==> config.mk <==
export PLATFORM = sky130hd
export DESIGN_NAME = dual_encoder_cursor_color_control
export DESIGN_NICKNAME = d
export VERILOG_FILES = /design/src/deccc_pkg.sv /design/src/deccc_apb.sv /design/src/deccc_axis.sv /design/src/deccc_color.sv /design/src/dual_encoder_cursor_color_control.sv
export SDC_FILE = /design/constraint.sdc
export NUM_CORES = 1
export LEC_CHECK = 0
export ABC_AREA = 1
export ABC_CLOCK_PERIOD_IN_PS = 2500
export CAP_MARGIN = 20
export CELL_PAD_IN_SITES_DETAIL_PLACEMENT = 2
export CELL_PAD_IN_SITES_GLOBAL_PLACEMENT = 2
export CORE_MARGIN = 4
export CORE_UTILIZATION = 34
export DETAILED_ROUTE_END_ITERATION = 6
export DONT_BUFFER_PORTS = 1
export HOLD_SLACK_MARGIN = 0.1
export PLACE_DENSITY = 0.87
export SYNTH_ARGS = -nofsm -noshare
export SYNTH_HDL_FRONTEND = slang
export SYNTH_SLANG_ARGS = --single-unit
==> constraint.sdc <==
create_clock -name clk -period 2.5 [get_ports clk]
set_input_delay 0.5 -clock clk [delete_from_list [all_inputs] [get_ports clk]]
set_output_delay 0.5 -clock clk [all_outputs]
set_load 0.1 [all_outputs]
==> src/deccc_pkg.sv <==
package deccc_pkg;

	localparam int POS_WIDTH = 16;
	localparam int FIELD_W = 16;
	localparam int LEVEL_W = 8;
	localparam int ADDR_W = 4;
	localparam int DATA_W = 32;

	localparam logic [LEVEL_W-1:0] GAIN_RESET = 8'd5;
	localparam logic signed [FIELD_W-1:0] START_X_RESET = 16'sd160;
	localparam logic signed [FIELD_W-1:0] START_Y_RESET = 16'sd120;
	localparam logic [LEVEL_W-1:0] LEVEL_RESET = 8'd255;

	localparam logic signed [POS_WIDTH-1:0] POS_MAX = {1'b0, {(POS_WIDTH-1){1'b1}}};
	localparam logic signed [POS_WIDTH-1:0] POS_MIN = {1'b1, {(POS_WIDTH-1){1'b0}}};

	typedef logic signed [POS_WIDTH-1:0] pos_t;
	typedef logic [LEVEL_W-1:0] level_t;

	typedef enum logic [1:0] {
		REG_STEP_GAIN,
		REG_START_X,
		REG_START_Y
	} reg_index_t;

	typedef struct packed {
		logic x_line_a;
		logic x_line_b;
		logic y_line_a;
		logic y_line_b;
		logic button_one;
		logic button_two;
	} sample_t;

	typedef struct packed {
		logic signed [FIELD_W-1:0] cursor_x;
		logic signed [FIELD_W-1:0] cursor_y;
		logic signed [FIELD_W-1:0] prev_x;
		logic signed [FIELD_W-1:0] prev_y;
		logic [LEVEL_W-1:0] red_level;
		logic [LEVEL_W-1:0] green_level;
		logic [LEVEL_W-1:0] blue_level;
		logic draw_line;
		logic clear_screen;
	} result_t;

	typedef struct packed {
		logic [LEVEL_W-1:0] step_gain;
		logic signed [FIELD_W-1:0] start_x;
		logic signed [FIELD_W-1:0] start_y;
	} cfg_t;

	typedef struct packed {
		logic x;
		logic y;
	} pos_load_t;

	// Detent seen on one encoder: line A alone or line B alone after both together.
	typedef struct packed {
		logic a_alone;
		logic b_alone;
	} detent_t;

	// Position movement after saturation.
	typedef struct packed {
		logic up;
		logic down;
	} move_t;

	typedef struct packed {
		logic [LEVEL_W-1:0] red;
		logic [LEVEL_W-1:0] green;
		logic [LEVEL_W-1:0] blue;
	} levels_t;

	function automatic pos_t pos_clamp_start(logic signed [FIELD_W-1:0] v);
		logic signed [32:0] v_ext;
		logic signed [32:0] max_ext;
		logic signed [32:0] min_ext;
		v_ext = 33'(v);
		max_ext = 33'(POS_MAX);
		min_ext = 33'(POS_MIN);
		if (v_ext > max_ext) begin
			return POS_MAX;
		end else if (v_ext < min_ext) begin
			return POS_MIN;
		end
		return POS_WIDTH'(v_ext);
	endfunction

	function automatic logic signed [FIELD_W-1:0] pos_field(pos_t p);
		logic signed [31:0] wide;
		wide = 32'(p);
		return wide[FIELD_W-1:0];
	endfunction

	function automatic pos_t pos_step(pos_t p, move_t m);
		if (m.up) begin
			return p + POS_WIDTH'(1);
		end else if (m.down) begin
			return p - POS_WIDTH'(1);
		end
		return p;
	endfunction

endpackage

==> src/deccc_apb.sv <==
module deccc_apb import deccc_pkg::*; (
	input  logic              clk,
	input  logic              arst_n,
	input  logic              psel,
	input  logic              penable,
	input  logic              pwrite,
	input  logic [ADDR_W-1:0] paddr,
	input  logic [DATA_W-1:0] pwdata,
	output logic [DATA_W-1:0] prdata,
	output logic              pready,
	output cfg_t              cfg,
	output pos_load_t         load
);

	logic       wr_en;
	reg_index_t index;
	cfg_t       cfg_q;

	assign pready = 1'b1;
	assign wr_en = psel && penable && pwrite;
	assign index = reg_index_t'(paddr[ADDR_W-1:2]);
	assign cfg = cfg_q;

	always_comb begin
		load = '0;
		if (wr_en) begin
			case (index)
				REG_START_X: load.x = 1'b1;
				REG_START_Y: load.y = 1'b1;
				default: load = '0;
			endcase
		end
	end

	always_ff @(posedge clk or negedge arst_n) begin
		if (!arst_n) begin
			cfg_q.step_gain <= GAIN_RESET;
			cfg_q.start_x <= START_X_RESET;
			cfg_q.start_y <= START_Y_RESET;
		end else if (wr_en) begin
			case (index)
				REG_STEP_GAIN: cfg_q.step_gain <= pwdata[LEVEL_W-1:0];
				REG_START_X: cfg_q.start_x <= pwdata[FIELD_W-1:0];
				REG_START_Y: cfg_q.start_y <= pwdata[FIELD_W-1:0];
				default: cfg_q <= cfg_q;
			endcase
		end
	end

	always_comb begin
		case (index)
			REG_STEP_GAIN: prdata = DATA_W'(cfg_q.step_gain);
			REG_START_X: prdata = DATA_W'(cfg_q.start_x);
			REG_START_Y: prdata = DATA_W'(cfg_q.start_y);
			default: prdata = '0;
		endcase
	end

endmodule

==> src/deccc_axis.sv <==
module deccc_axis import deccc_pkg::*; (
	input  logic    clk,
	input  logic    arst_n,
	input  logic    advance,
	input  logic    line_a,
	input  logic    line_b,
	output detent_t detent
);

	// Only the both-lines flag decides a detent; the single-line flags never gate it.
	logic both_seen_q;

	assign detent.a_alone = line_a && !line_b && both_seen_q;
	assign detent.b_alone = line_b && !line_a && both_seen_q;

	always_ff @(posedge clk or negedge arst_n) begin
		if (!arst_n) begin
			both_seen_q <= 1'b0;
		end else if (advance) begin
			if (line_a && line_b) begin
				both_seen_q <= 1'b1;
			end else if (detent.a_alone || detent.b_alone) begin
				both_seen_q <= 1'b0;
			end
		end
	end

endmodule

==> src/deccc_color.sv <==
module deccc_color import deccc_pkg::*; (
	input  logic    clk,
	input  logic    arst_n,
	input  logic    advance,
	input  logic    button_one,
	input  logic    button_two,
	input  level_t  step_gain,
	input  move_t   x_move,
	input  move_t   y_move,
	output levels_t levels_next,
	output logic    draw_line,
	output logic    clear_screen
);

	levels_t levels_q;
	logic    x_moved;
	logic    y_moved;

	// An adjustment that would leave 0..255 is dropped.
	function automatic level_t adjust(level_t chan, level_t gain, logic neg);
		logic [LEVEL_W+1:0] sum;
		sum = neg ? ({2'b00, chan} - {2'b00, gain}) : ({2'b00, chan} + {2'b00, gain});
		return (sum[LEVEL_W+1:LEVEL_W] == 2'b00) ? sum[LEVEL_W-1:0] : chan;
	endfunction

	assign x_moved = x_move.up || x_move.down;
	assign y_moved = y_move.up || y_move.down;

	// Green follows the inverted Y change, so the cursor moving up lowers it.
	always_comb begin
		levels_next = levels_q;
		if (button_one && x_moved) begin
			levels_next.red = adjust(levels_q.red, step_gain, x_move.down);
		end else if (button_one && y_moved) begin
			levels_next.green = adjust(levels_q.green, step_gain, y_move.up);
		end else if (button_two && x_moved) begin
			levels_next.blue = adjust(levels_q.blue, step_gain, x_move.down);
		end
	end

	assign draw_line = !button_one && !button_two;
	assign clear_screen = button_one && button_two;

	always_ff @(posedge clk or negedge arst_n) begin
		if (!arst_n) begin
			levels_q.red <= LEVEL_RESET;
			levels_q.green <= LEVEL_RESET;
			levels_q.blue <= LEVEL_RESET;
		end else if (advance) begin
			levels_q <= levels_next;
		end
	end

endmodule

==> src/dual_encoder_cursor_color_control.sv <==
// Path: a transferred sample is held in the input register, then its result is
// registered in the result register once that is free or being taken.
// Throughput: one sample per cycle while the result side does not stall; the input
// register and the result register let a new sample in while the previous result still waits to be taken.
// Reset clears the detent flags and the valid bits, sets all colour channels to
// 255, the step gain to 5 and the cursor to the start position (160, 120).
module dual_encoder_cursor_color_control import deccc_pkg::*; (
	input  logic              clk,
	input  logic              arst_n,
	input  logic              psel,
	input  logic              penable,
	input  logic              pwrite,
	input  logic [ADDR_W-1:0] paddr,
	input  logic [DATA_W-1:0] pwdata,
	output logic [DATA_W-1:0] prdata,
	output logic              pready,
	input  logic              sample_valid,
	output logic              sample_stall,
	input  sample_t           sample,
	output logic              result_valid,
	input  logic              result_stall,
	output result_t           result
);

	cfg_t      cfg;
	pos_load_t load;

	logic    valid_s1;
	sample_t sample_s1;
	logic    result_valid_q;
	result_t result_q;
	pos_t    pos_x_q;
	pos_t    pos_y_q;
	pos_t    pos_x_next;
	pos_t    pos_y_next;

	logic    advance;
	logic    accept;
	detent_t x_detent;
	detent_t y_detent;
	move_t   x_move;
	move_t   y_move;
	levels_t levels_next;
	logic    draw_line;
	logic    clear_screen;

	deccc_apb u_apb (
		.clk     (clk),
		.arst_n  (arst_n),
		.psel    (psel),
		.penable (penable),
		.pwrite  (pwrite),
		.paddr   (paddr),
		.pwdata  (pwdata),
		.prdata  (prdata),
		.pready  (pready),
		.cfg     (cfg),
		.load    (load)
	);

	assign advance = valid_s1 && (!result_valid_q || !result_stall);
	assign sample_stall = valid_s1 && !advance;
	assign accept = sample_valid && !sample_stall;

	deccc_axis u_axis_x (
		.clk     (clk),
		.arst_n  (arst_n),
		.advance (advance),
		.line_a  (sample_s1.x_line_a),
		.line_b  (sample_s1.x_line_b),
		.detent  (x_detent)
	);

	deccc_axis u_axis_y (
		.clk     (clk),
		.arst_n  (arst_n),
		.advance (advance),
		.line_a  (sample_s1.y_line_a),
		.line_b  (sample_s1.y_line_b),
		.detent  (y_detent)
	);

	// X: line A steps down, line B up. Y runs the other way round.
	// A detent at the limit still clears the flags but leaves the position.
	assign x_move.up = x_detent.b_alone && (pos_x_q != POS_MAX);
	assign x_move.down = x_detent.a_alone && (pos_x_q != POS_MIN);
	assign y_move.up = y_detent.a_alone && (pos_y_q != POS_MAX);
	assign y_move.down = y_detent.b_alone && (pos_y_q != POS_MIN);

	assign pos_x_next = pos_step(pos_x_q, x_move);
	assign pos_y_next = pos_step(pos_y_q, y_move);

	deccc_color u_color (
		.clk          (clk),
		.arst_n       (arst_n),
		.advance      (advance),
		.button_one   (sample_s1.button_one),
		.button_two   (sample_s1.button_two),
		.step_gain    (cfg.step_gain),
		.x_move       (x_move),
		.y_move       (y_move),
		.levels_next  (levels_next),
		.draw_line    (draw_line),
		.clear_screen (clear_screen)
	);

	always_ff @(posedge clk or negedge arst_n) begin
		if (!arst_n) begin
			pos_x_q <= pos_clamp_start(START_X_RESET);
			pos_y_q <= pos_clamp_start(START_Y_RESET);
		end else begin
			if (load.x) begin
				pos_x_q <= pos_clamp_start(pwdata[FIELD_W-1:0]);
			end else if (advance) begin
				pos_x_q <= pos_x_next;
			end
			if (load.y) begin
				pos_y_q <= pos_clamp_start(pwdata[FIELD_W-1:0]);
			end else if (advance) begin
				pos_y_q <= pos_y_next;
			end
		end
	end

	always_ff @(posedge clk or negedge arst_n) begin
		if (!arst_n) begin
			valid_s1 <= 1'b0;
			result_valid_q <= 1'b0;
		end else begin
			if (accept) begin
				valid_s1 <= 1'b1;
			end else if (advance) begin
				valid_s1 <= 1'b0;
			end
			if (advance) begin
				result_valid_q <= 1'b1;
			end else if (!result_stall) begin
				result_valid_q <= 1'b0;
			end
		end
	end

	always_ff @(posedge clk) begin
		if (accept) begin
			sample_s1 <= sample;
		end
		if (advance) begin
			result_q.cursor_x <= pos_field(pos_x_next);
			result_q.cursor_y <= pos_field(pos_y_next);
			result_q.prev_x <= pos_field(pos_x_q);
			result_q.prev_y <= pos_field(pos_y_q);
			result_q.red_level <= levels_next.red;
			result_q.green_level <= levels_next.green;
			result_q.blue_level <= levels_next.blue;
			result_q.draw_line <= draw_line;
			result_q.clear_screen <= clear_screen;
		end
	end

	assign result_valid = result_valid_q;
	assign result = result_q;

endmodule

# Word level (Yosys, flattened, before mapping)
# Cells that the tools add are included.
[op_classes] mux=45 n_eq_ne=7 reduce_logical=53 n_bitwise=0 order_cmp=2 div=0 shift=0 n_mul=0 add_sub_neg=10
[ops] cell="$mux W16" n=15
[ops] cell="$pmux W32 S3" n=1
[ops] cell="$ne A16 B16 Y1 const B" n=4
[ops] cell="$mux W8" n=7
[ops] cell="$add A16 B2 Y16 const B" n=2
[ops] cell="$sub A16 B2 Y16 const B" n=2
[ops] cell="$mux W10" n=3
[ops] cell="$add A8 B8 Y9" n=3
[ops] cell="$sub A8 B8 Y9" n=3
[ops] cell="$logic_and A1 B1 Y1" n=24
[ops] cell="$mux W1" n=18
[ops] cell="$gt A16 B16 Y1 const B" n=1
[ops] cell="$lt A16 B16 Y1 const B" n=1
[ops] cell="$logic_not A1 Y1" n=10
[ops] cell="$reduce_and A2 Y1" n=5
[ops] cell="$reduce_bool A2 Y1" n=5
[ops] cell="$logic_not A2 Y1" n=4
[ops] cell="$logic_or A1 B1 Y1" n=5
[ops] cell="$eq A2 B1 Y1 const B" n=1
[ops] cell="$eq A2 B2 Y1 const B" n=1
[ops] cell="$mux W2" n=1
[ops] cell="$ne A2 B1 Y1 const B" n=1
[word_totals] out_inout_bits=125 inputBits=49 rom_bits=0 register_bits=196 elab_cells=144 mem_bits_rw=0 memories=0 latch_bits=0

# Logic depth before layout (Yosys ltp)
# Gate-level depths: netlist (run 1).
[logic_depth] ltp_word=10 depth_mapped=19 ltp_nobuf=18

# Modules after synthesis
# Synthesis (run 1) repeated with hierarchy kept, for this count alone.
[hier_totals] cells_unflattened=1709 hier_area_um2=12962.4
[by_module_without_submodules] mod="dual_encoder_cursor_color_control" cells_each=754 area_per_inst_um2=6846.6 instances=1 seq_area_each_um2=3741.1
[by_module_without_submodules] mod="deccc_color" cells_each=675 area_per_inst_um2=3973.8 instances=1 seq_area_each_um2=630.6
[by_module_without_submodules] mod="deccc_apb" cells_each=258 area_per_inst_um2=1994.4 instances=1 seq_area_each_um2=1011.0
[by_module_without_submodules] mod="deccc_axis" cells_each=11 area_per_inst_um2=73.8 instances=2 seq_area_each_um2=25.0

# Worst setup path before layout (run 1)
# OpenSTA, ideal clock, no wires.
[synth_timing] kind="in2out" start="input paddr[3]" end="output prdata[16]" stages=6 required_time_ps=2000 arrival_time_ps=3646 path_slack_ps=-1646 n_path_buf=2 cell_sequence="inv_1 > nor2_1 > clkinv_1 > clkbuf_1 > o22ai_1 > buf_4"
[synth_between] elab_chain_len=2 elab_cells_between_ends=4 classes_between="eq/ne (2); mux (1); reduce/logical (1)"
[synth_rtl] item="from (decl)" line="dual_encoder_cursor_color_control.sv:13" source="input logic [ADDR_W-1:0] paddr,"
[synth_rtl] item="$eq A2 B2 Y1 (tied with other cells)" line="deccc_apb.sv:51" source="case (index)"
[synth_rtl] item="$pmux W32 S3 (*)" line="deccc_apb.sv:51"
[synth_rtl] item="to (decl)" line="dual_encoder_cursor_color_control.sv:15" source="output logic [DATA_W-1:0] prdata,"
# Every way passes the cells marked *; elsewhere a longest branch is shown, timed or not.

# Final worst setup path (run 1)
[layout_timing] start="register pos_x_q[15]" end="register result_q (netlist bit result[89]), data pin"
[layout_between] elab_chain_len=5 elab_cells_between_ends=11 classes_between="add/sub (2); eq/ne (2); mux (5); reduce/logical (2)"
[layout_rtl] item="from (decl)" line="dual_encoder_cursor_color_control.sv:32" source="pos_t pos_x_q;"
[layout_rtl] item="from (signal assigned)" line="dual_encoder_cursor_color_control.sv:109" source="pos_x_q <= pos_clamp_start(START_X_RESET);"
[layout_rtl] item="from (signal assigned)" line="dual_encoder_cursor_color_control.sv:113" source="pos_x_q <= pos_clamp_start(pwdata[FIELD_W-1:0]);"
[layout_rtl] item="from (signal assigned)" line="dual_encoder_cursor_color_control.sv:115" source="pos_x_q <= pos_x_next;"
[layout_rtl] item="parallel branches: the longest is 4 deep, another holds $sub A16 B2 Y16"
[layout_rtl] item="$mux W16 (*)" line="deccc_pkg.sv:103" source="return p;"
[layout_rtl] item="via pos_x_next[15]" line="dual_encoder_cursor_color_control.sv:34" source="pos_t pos_x_next;"
[layout_rtl] item="to (decl)" line="dual_encoder_cursor_color_control.sv:31" source="result_t result_q;"
# Mark *: on every way through the listed nets, which the timed path passes. The select of a mux whose other input is x is not followed.
# A chain may end at the register's enable or synchronous reset.

==> results.toml, run 1 <==
[status]
status = "finished with violations"
failed_checks = "negative hold slack, negative setup slack"

[global_routing]
grt_max_degree = 101
grt_pass1_wl_mm = 101
globalRouteTotalUtil_pct = 34.4
number_of_global_route_vias_before_repair = 15100
number_of_antenna_violations_at_the_first_check_in_global_routing = 1
grt_overflow_total = 0

[yosys]
yosysSeqAreaShare_pct = 43.9
syn-cell-area_um2 = 12400
most_frequent_cells_after_synthesis = "513 x sky130_fd_sc_hd__nand2_1, 186 x sky130_fd_sc_hd__inv_1, 105 x sky130_fd_sc_hd__nand3_1"
post_synth_main_area_contributors = "sky130_fd_sc_hd__edfxtp_1 23%, sky130_fd_sc_hd__nand2_1 16%, sky130_fd_sc_hd__dfrtp_1 13%"
synth-warning-count = 0
synth.distinct_cells = 49
synth_edf_count = 96
synth_nets = 1672
synthFlopType = "sky130_fd_sc_hd__edfxtp_1"
yosysTopAreaCell = "sky130_fd_sc_hd__edfxtp_1"
syn-instance-count = 1536
avgSynthCellArea_um2 = 8.05
synth-async-reset-ratio_pct = 51.0
synth.most_common_cell = "sky130_fd_sc_hd__nand2_1"
synthDominantCellAreaShare_pct = 23.3
synth-seq-cells = 196

[die]
floorplan.die_area_um2 = 39500
start_util_pct = 34.6
dieWidth_um = 199
floorplan_row_count = 69
floorplan.io_pins = 174
core-area_um2 = 35700
die_h_um = 199

[routing]
detail_route.iter0.violations = 1659
ant_nets = 0
drt-pass1-iter-count = 5
wl_mm = 88.3
post-route-drc-count = 0
wl_per_cell_um = 37.5
route.detailed.vias_per_inst = 6.21
via_count = 14600

[worst_setup_path]
path_class = "flip-flop to flip-flop"
setup.worst_path.start_class = "flip-flop"
critical_path.max_fanout = 7
timing.critical_path.required_ps = 2750
crit_path_end_kind = "flip-flop"
worstPathArrival_ps = 3540

[timing]
final.min_clock_period_ps = 3290
postLayoutSetupSlackWorst_ps = -788
timing.max_slew.rel_slack_pct = 47.2
final.hold.worst_slack_ps = -325
timing.final.max_slew_violations = 0
hold_violations = 100
clock-skew-final_ps = 33.7
timing.final.crit_share_pct = 132
max_freq_mhz = 304
worstMarginPinSlew_ps = 790
fin_tns_setup_ps = -44300
rsz0062_at_grt = "yes"
finalSetupViolCount = 117

[layout]
nFillCells = 3648
final_cell_area_um2 = 19400
layout.nets = 2015
drive_gt1_share_pct = 50.3
syn_to_final_growth_pct = 56.5

[placement]
replace_congestion = 0.870
placement.io_buffers = 0
dp_hpwl_mm = 41.5
placement.setup.worst_slack_ps = -555
placed_cell_area_um2 = 15300

[clock_network]
tritoncts_clock_tree = "built"
ctsLongestPathBuffers = 2
clock-sinks = 196
insertion_delay_to_the_later_sink_of_the_worst_skew_pair_ps = 530
worst_setup_hold_path_clk_slew_ps = 110
clockRootBuffer = "sky130_fd_sc_hd__clkbuf_16"
cts_buffers = 17
cts.htree.levels = 4

[flow_run]
drv_cap = 0

[min_path]
timing.hold.worst.class = "primary input to async pin"
## metrics by stage
stage | util (%) | cells
finish | 54.2 | 2354
global route | 54.2 | 2353
CTS | 48.0 | 2288
detailed placement | 42.8 | 2217
global placement | 42.8 | 2217
floorplan | - | 1536
## layer usage
layer | GRT usage (%) | up-vias | wire length [µm]
li1 | - | 5656 | -
met1 | 37.3 | 7427 | 31200
met2 | 61.5 | 1052 | 42300
met3 | 7.11 | 481 | 6930
met4 | 20.7 | 0 | 7860
met5 | 0 | - | 0
## flip-flops by register name, indices dropped and copies added (netlist names)
register / cells
result_valid: 1
result: 90
pos_x_q: 16
u_apb.cfg: 40
u_axis_x.both_seen_q: 1
valid_s1: 1
pos_y_q: 16
u_axis_y.both_seen_q: 1
u_color.levels_q: 24
sample_s1: 6
## timing repair
action                                 4_1_cts  5_1_grt
buffers inserted                            45       71
gates resized for setup                    237      425
endpoints found under the hold margin      100      106
pin swaps                                   87      185
setup endpoints to repair                  105      115
gates cloned                                 2        0
## cell type report
| type | instances | area, µm² | area share (%) |
|---|---|---|---|
| well taps | 461 | 577 | 2.98 |
| clock buffers | 20 | 467 | 2.41 |
| diodes | 1 | 2.50 | 0.0129 |
| flip-flops and latches | 196 | 5430 | 28.1 |
| clock inverters | 12 | 110 | 0.569 |
| repair buffers | 375 | 3440 | 17.8 |
| multi-input cells | 1097 | 8570 | 44.3 |
| inverters | 192 | 763 | 3.94 |
## logic make-up (layout without fill, tap and decap cells)
kind of cell | Yosys count | in the layout | share of synthesized area (%)
AO/OA/AOI/OAI | 182 | 182 | 8.83
XOR/XNOR | 35 | 35 | 2.48
multiplexers | 1 | 1 | 0.0910
flip-flops | 196 | 196 | 43.9
adder cells (fa/ha/maj) | 87 | 87 | 9.29
AND/OR/NAND/NOR | 791 | 791 | 27.1
other | 1 | 2 | 0.0303
buffers and inverters | 243 | 599 | 8.26
## final timing paths
check / startpoint / endpoint / slack, ps / depth (start not counted)
setup / recovery: pos_x_q[15]$_DFFE_PN0P_ / result[89]$_DFFE_PP_ / -790 / 18
hold / removal: arst_n / pos_x_q[3]$_DFFE_PN0P_ / -320 / 0
setup reg to reg: pos_x_q[15]$_DFFE_PN0P_ / result[89]$_DFFE_PP_ / -790 / 18
hold reg to reg: u_color.levels_q[22]$_DFFE_PN1P_ / u_color.levels_q[22]$_DFFE_PN1P_ / 520 / 2
max in group asynchronous: arst_n / u_apb.cfg[3]$_DFFE_PN1P_ / 2530 / 0
min in group clk: pwdata[5] / pos_y_q[5]$_DFFE_PN1P_ / 150 / 2
## critical path, cell delays in order (launching register included)
cell,delay (ps)
sky130_fd_sc_hd__dfrtp_1,460
sky130_fd_sc_hd__inv_1,190
sky130_fd_sc_hd__nand2_1,140
sky130_fd_sc_hd__nor2_2,120
sky130_fd_sc_hd__nand2_2,130
sky130_fd_sc_hd__o21ai_4,300
sky130_fd_sc_hd__buf_12,210
sky130_fd_sc_hd__buf_12,130
sky130_fd_sc_hd__ha_4,210
sky130_fd_sc_hd__inv_2,80
sky130_fd_sc_hd__o21bai_1,120
sky130_fd_sc_hd__nand3_1,140
sky130_fd_sc_hd__nand2_2,90
sky130_fd_sc_hd__a21oi_4,210
sky130_fd_sc_hd__nand2_2,130
sky130_fd_sc_hd__nand2_4,110
sky130_fd_sc_hd__nand2_1,70
sky130_fd_sc_hd__nand2_1,80
sky130_fd_sc_hd__nand2_2,70
## cell usage in the layout, fill, tap and decap left out, drive strengths merged, types with 24 or more instances in the layout
master	synthesis	final
nand3	108	108
a21oi	54	54
edfxtp	96	96
o21ai	69	69
inv	190	198
dfstp	38	38
nand4	24	24
dfrtp	62	62
ha	79	79
nor2	103	103
buf	36	367
xor2	29	29
nand2	521	521
Power of run 1 is left out: the tool's default activity adds up to more than one toggle a clock period on the data nets, which glitch-free logic cannot reach.
==> run 2, diff against run 1 <==
Settings changed: PLACE_DENSITY 0.87 to 0.77.
==> results.toml, run 2 (synthesis gave the netlist of run 1 again) <==
[power]
power.share.switching_pct = 56.7
power_switching_mw = 19.6
power.internal_mw = 15.0
clock_power_share_pct = 9.5
seqPwrFrac_pct = 17.0
p_leak_nw = 8.90
power.share.combinational_pct = 73.5
powerDensity_nw_per_um2 = 1790
ir_worst_vdd_mv = 0.886

[layout]
nFillCells = 3678
finalNonFillerCells = 2367
layout.nets = 2029
finalCoreUtilization_pct = 53.9
mostFrequentLayoutCell = "sky130_fd_sc_hd__nand2_1"
layout.cells.most_common_list = "339 x sky130_fd_sc_hd__nand2_1, 300 x sky130_fd_sc_hd__buf_4, 143 x sky130_fd_sc_hd__inv_1"
count_of_antenna_diodes_in_the_layout = 0
syn_to_final_growth_pct = 55.8
largest_register_ffs = 90
drive_gt1_share_pct = 49.2

[global_routing]
grt_max_degree = 120
number_of_global_route_vias_before_repair = 15100
grt_pass1_wl_mm = 98.5
grt_overflow_total = 0
globalRouteTotalUtil_pct = 33.3
number_of_antenna_violations_at_the_first_check_in_global_routing = 2

[status]
failed_checks = "negative hold slack, negative setup slack"
status = "finished with violations"

[timing]
worstMarginPinSlew_ps = 850
timing.final.crit_share_pct = 132
timing.max_slew.rel_slack_pct = 43.3
clock-skew-final_ps = 39.5
hold_violations = 100
rsz0062_at_grt = "yes"
max_freq_mhz = 303
final.hold.worst_slack_ps = -320
postLayoutSetupSlackWorst_ps = -795
timing.final.max_slew_violations = 0
final.min_clock_period_ps = 3300
finalSetupViolCount = 116

[worst_setup_path]
timing.critical_path.required_ps = 2910
setup.worst_path.start_class = "flip-flop"
crit_path_end_kind = "flip-flop"
critical_path.max_fanout = 6
critical_path.startpoint = "pos_y_q[9]$_DFFE_PN0P_"
worstPathArrival_ps = 3710
path_class = "flip-flop to flip-flop"
worstReg2RegStart = "pos_y_q[9]$_DFFE_PN0P_"

[die]
floorplan.io_pins = 174
dieWidth_um = 199
floorplan.die_area_um2 = 39500
start_util_pct = 34.6
die_h_um = 199
floorplan_row_count = 69
core-area_um2 = 35700

[clock_network]
clockRootBuffer = "sky130_fd_sc_hd__clkbuf_16"
tritoncts_clock_tree = "built"
worst_setup_hold_path_clk_slew_ps = 110
cts_buffers = 17
clock-sinks = 196
cts-hold-fix-buffers = 6
cts.htree.levels = 4
insertion_delay_to_the_later_sink_of_the_worst_skew_pair_ps = 520
ctsLongestPathBuffers = 2

[routing]
drt-pass1-iter-count = 5
post-route-drc-count = 0
route.detailed.vias_per_inst = 6.06
wl_mm = 84.6
detail_route.iter0.violations = 1357
via_count = 14300
wl_per_cell_um = 35.7
ant_nets = 0

[placement]
placed_cells = 2231
placement.setup.worst_slack_ps = -448
replace_congestion = 0.888
placement.io_buffers = 0
dp_hpwl_mm = 39.0

[flow_run]
drv_cap = 0

[min_path]
timing.hold.worst.class = "primary input to async pin"
-- run 2: layout make-up --
cell class	count	area, µm²	share of cell area, %
tap	461	577	2.99
timing repair buffer	388	3580	18.6
multi-input combinational	1098	8300	43.0
clock buffer	18	450	2.34
sequential	196	5430	28.2
clock inverter	14	161	0.838
inverter	192	773	4.01
-- run 2: final timing paths --
| kind | to | slack (ps) | cells after the start |
|---|---|---|---|
| setup / recovery | pos_y_q[12]$_DFFE_PN0P_ | -800 | 16 |
| hold / removal | valid_s1$_DFFE_PN0P_ | -320 | 0 |
| setup reg to reg | pos_y_q[12]$_DFFE_PN0P_ | -800 | 16 |
| hold reg to reg | u_color.levels_q[23]$_DFFE_PN1P_ | 500 | 2 |
| max in group asynchronous | u_apb.cfg[23]$_DFFE_PN1P_ | 2560 | 0 |
| min in group clk | u_apb.cfg[21]$_DFFE_PN1P_ | 140 | 2 |
-- run 2: critical path, cell delays in order, from the launching register on --
cell                      delay (ps)
sky130_fd_sc_hd__dfrtp_1         460
sky130_fd_sc_hd__nand2_1         160
sky130_fd_sc_hd__nor2_2          200
sky130_fd_sc_hd__nand2_2         140
sky130_fd_sc_hd__o21ai_4         270
sky130_fd_sc_hd__buf_6           150
sky130_fd_sc_hd__buf_12          140
sky130_fd_sc_hd__ha_4            180
sky130_fd_sc_hd__nand2_1         150
sky130_fd_sc_hd__o21ai_1         360
sky130_fd_sc_hd__buf_4           190
sky130_fd_sc_hd__nand2_1          90
sky130_fd_sc_hd__nand3_1         110
sky130_fd_sc_hd__nand2_1          90
sky130_fd_sc_hd__a31oi_2         180
sky130_fd_sc_hd__nand2_1         140
sky130_fd_sc_hd__nand2_1         170
-- run 2: repair_timing --
| item | 4_1_cts | 5_1_grt |
|---|---|---|
| setup buffers | 42 | 66 |
| gates resized for setup | 154 | 457 |
| cloned | 1 | 2 |
| endpoints found under the setup margin | 107 | 115 |
| endpoints found under the hold margin | 106 | 100 |
| pin swaps | 49 | 158 |
-- run 2: power groups by stage --
| stage | clock [mW] | sequential, mW | combinational, mW |
|---|---|---|---|
| 2_1_floorplan | 0 | 8.52 | 7.71 |
| 3_3_place_gp | 0 | 5.43 | 15.6 |
| 3_5_place_dp | 0 | 5.56 | 16.6 |
| 4_1_cts | 3.09 | 5.53 | 18.4 |
| 5_1_grt | 3.36 | 5.89 | 26.0 |
| 6_report | 3.28 | 5.87 | 25.4 |
-- run 2: routing by layer --
metal,share of wire [%],vias up,track usage [%]
li1,-,5674,-
met1,35,7277,35.9
met2,49,935,60.4
met3,6.8,446,6.69
met4,8.5,4,19.1
met5,0.034,-,0
-- run 2: per-stage QoR --
step,power (mW),instance area (µm²),hold WS (ps),setup TNS (ps)
final,34.6,19300,-320,-40210
after global routing,35.2,19300,-331,-43190
after CTS,27.1,17000,-313,-7680
after detailed placement,22.2,15400,212,-13190
after global placement,21.1,15400,216,-2640
after floorplan,16.2,12800,204,-8100
Note: power is estimated with default switching activity, not from simulation.
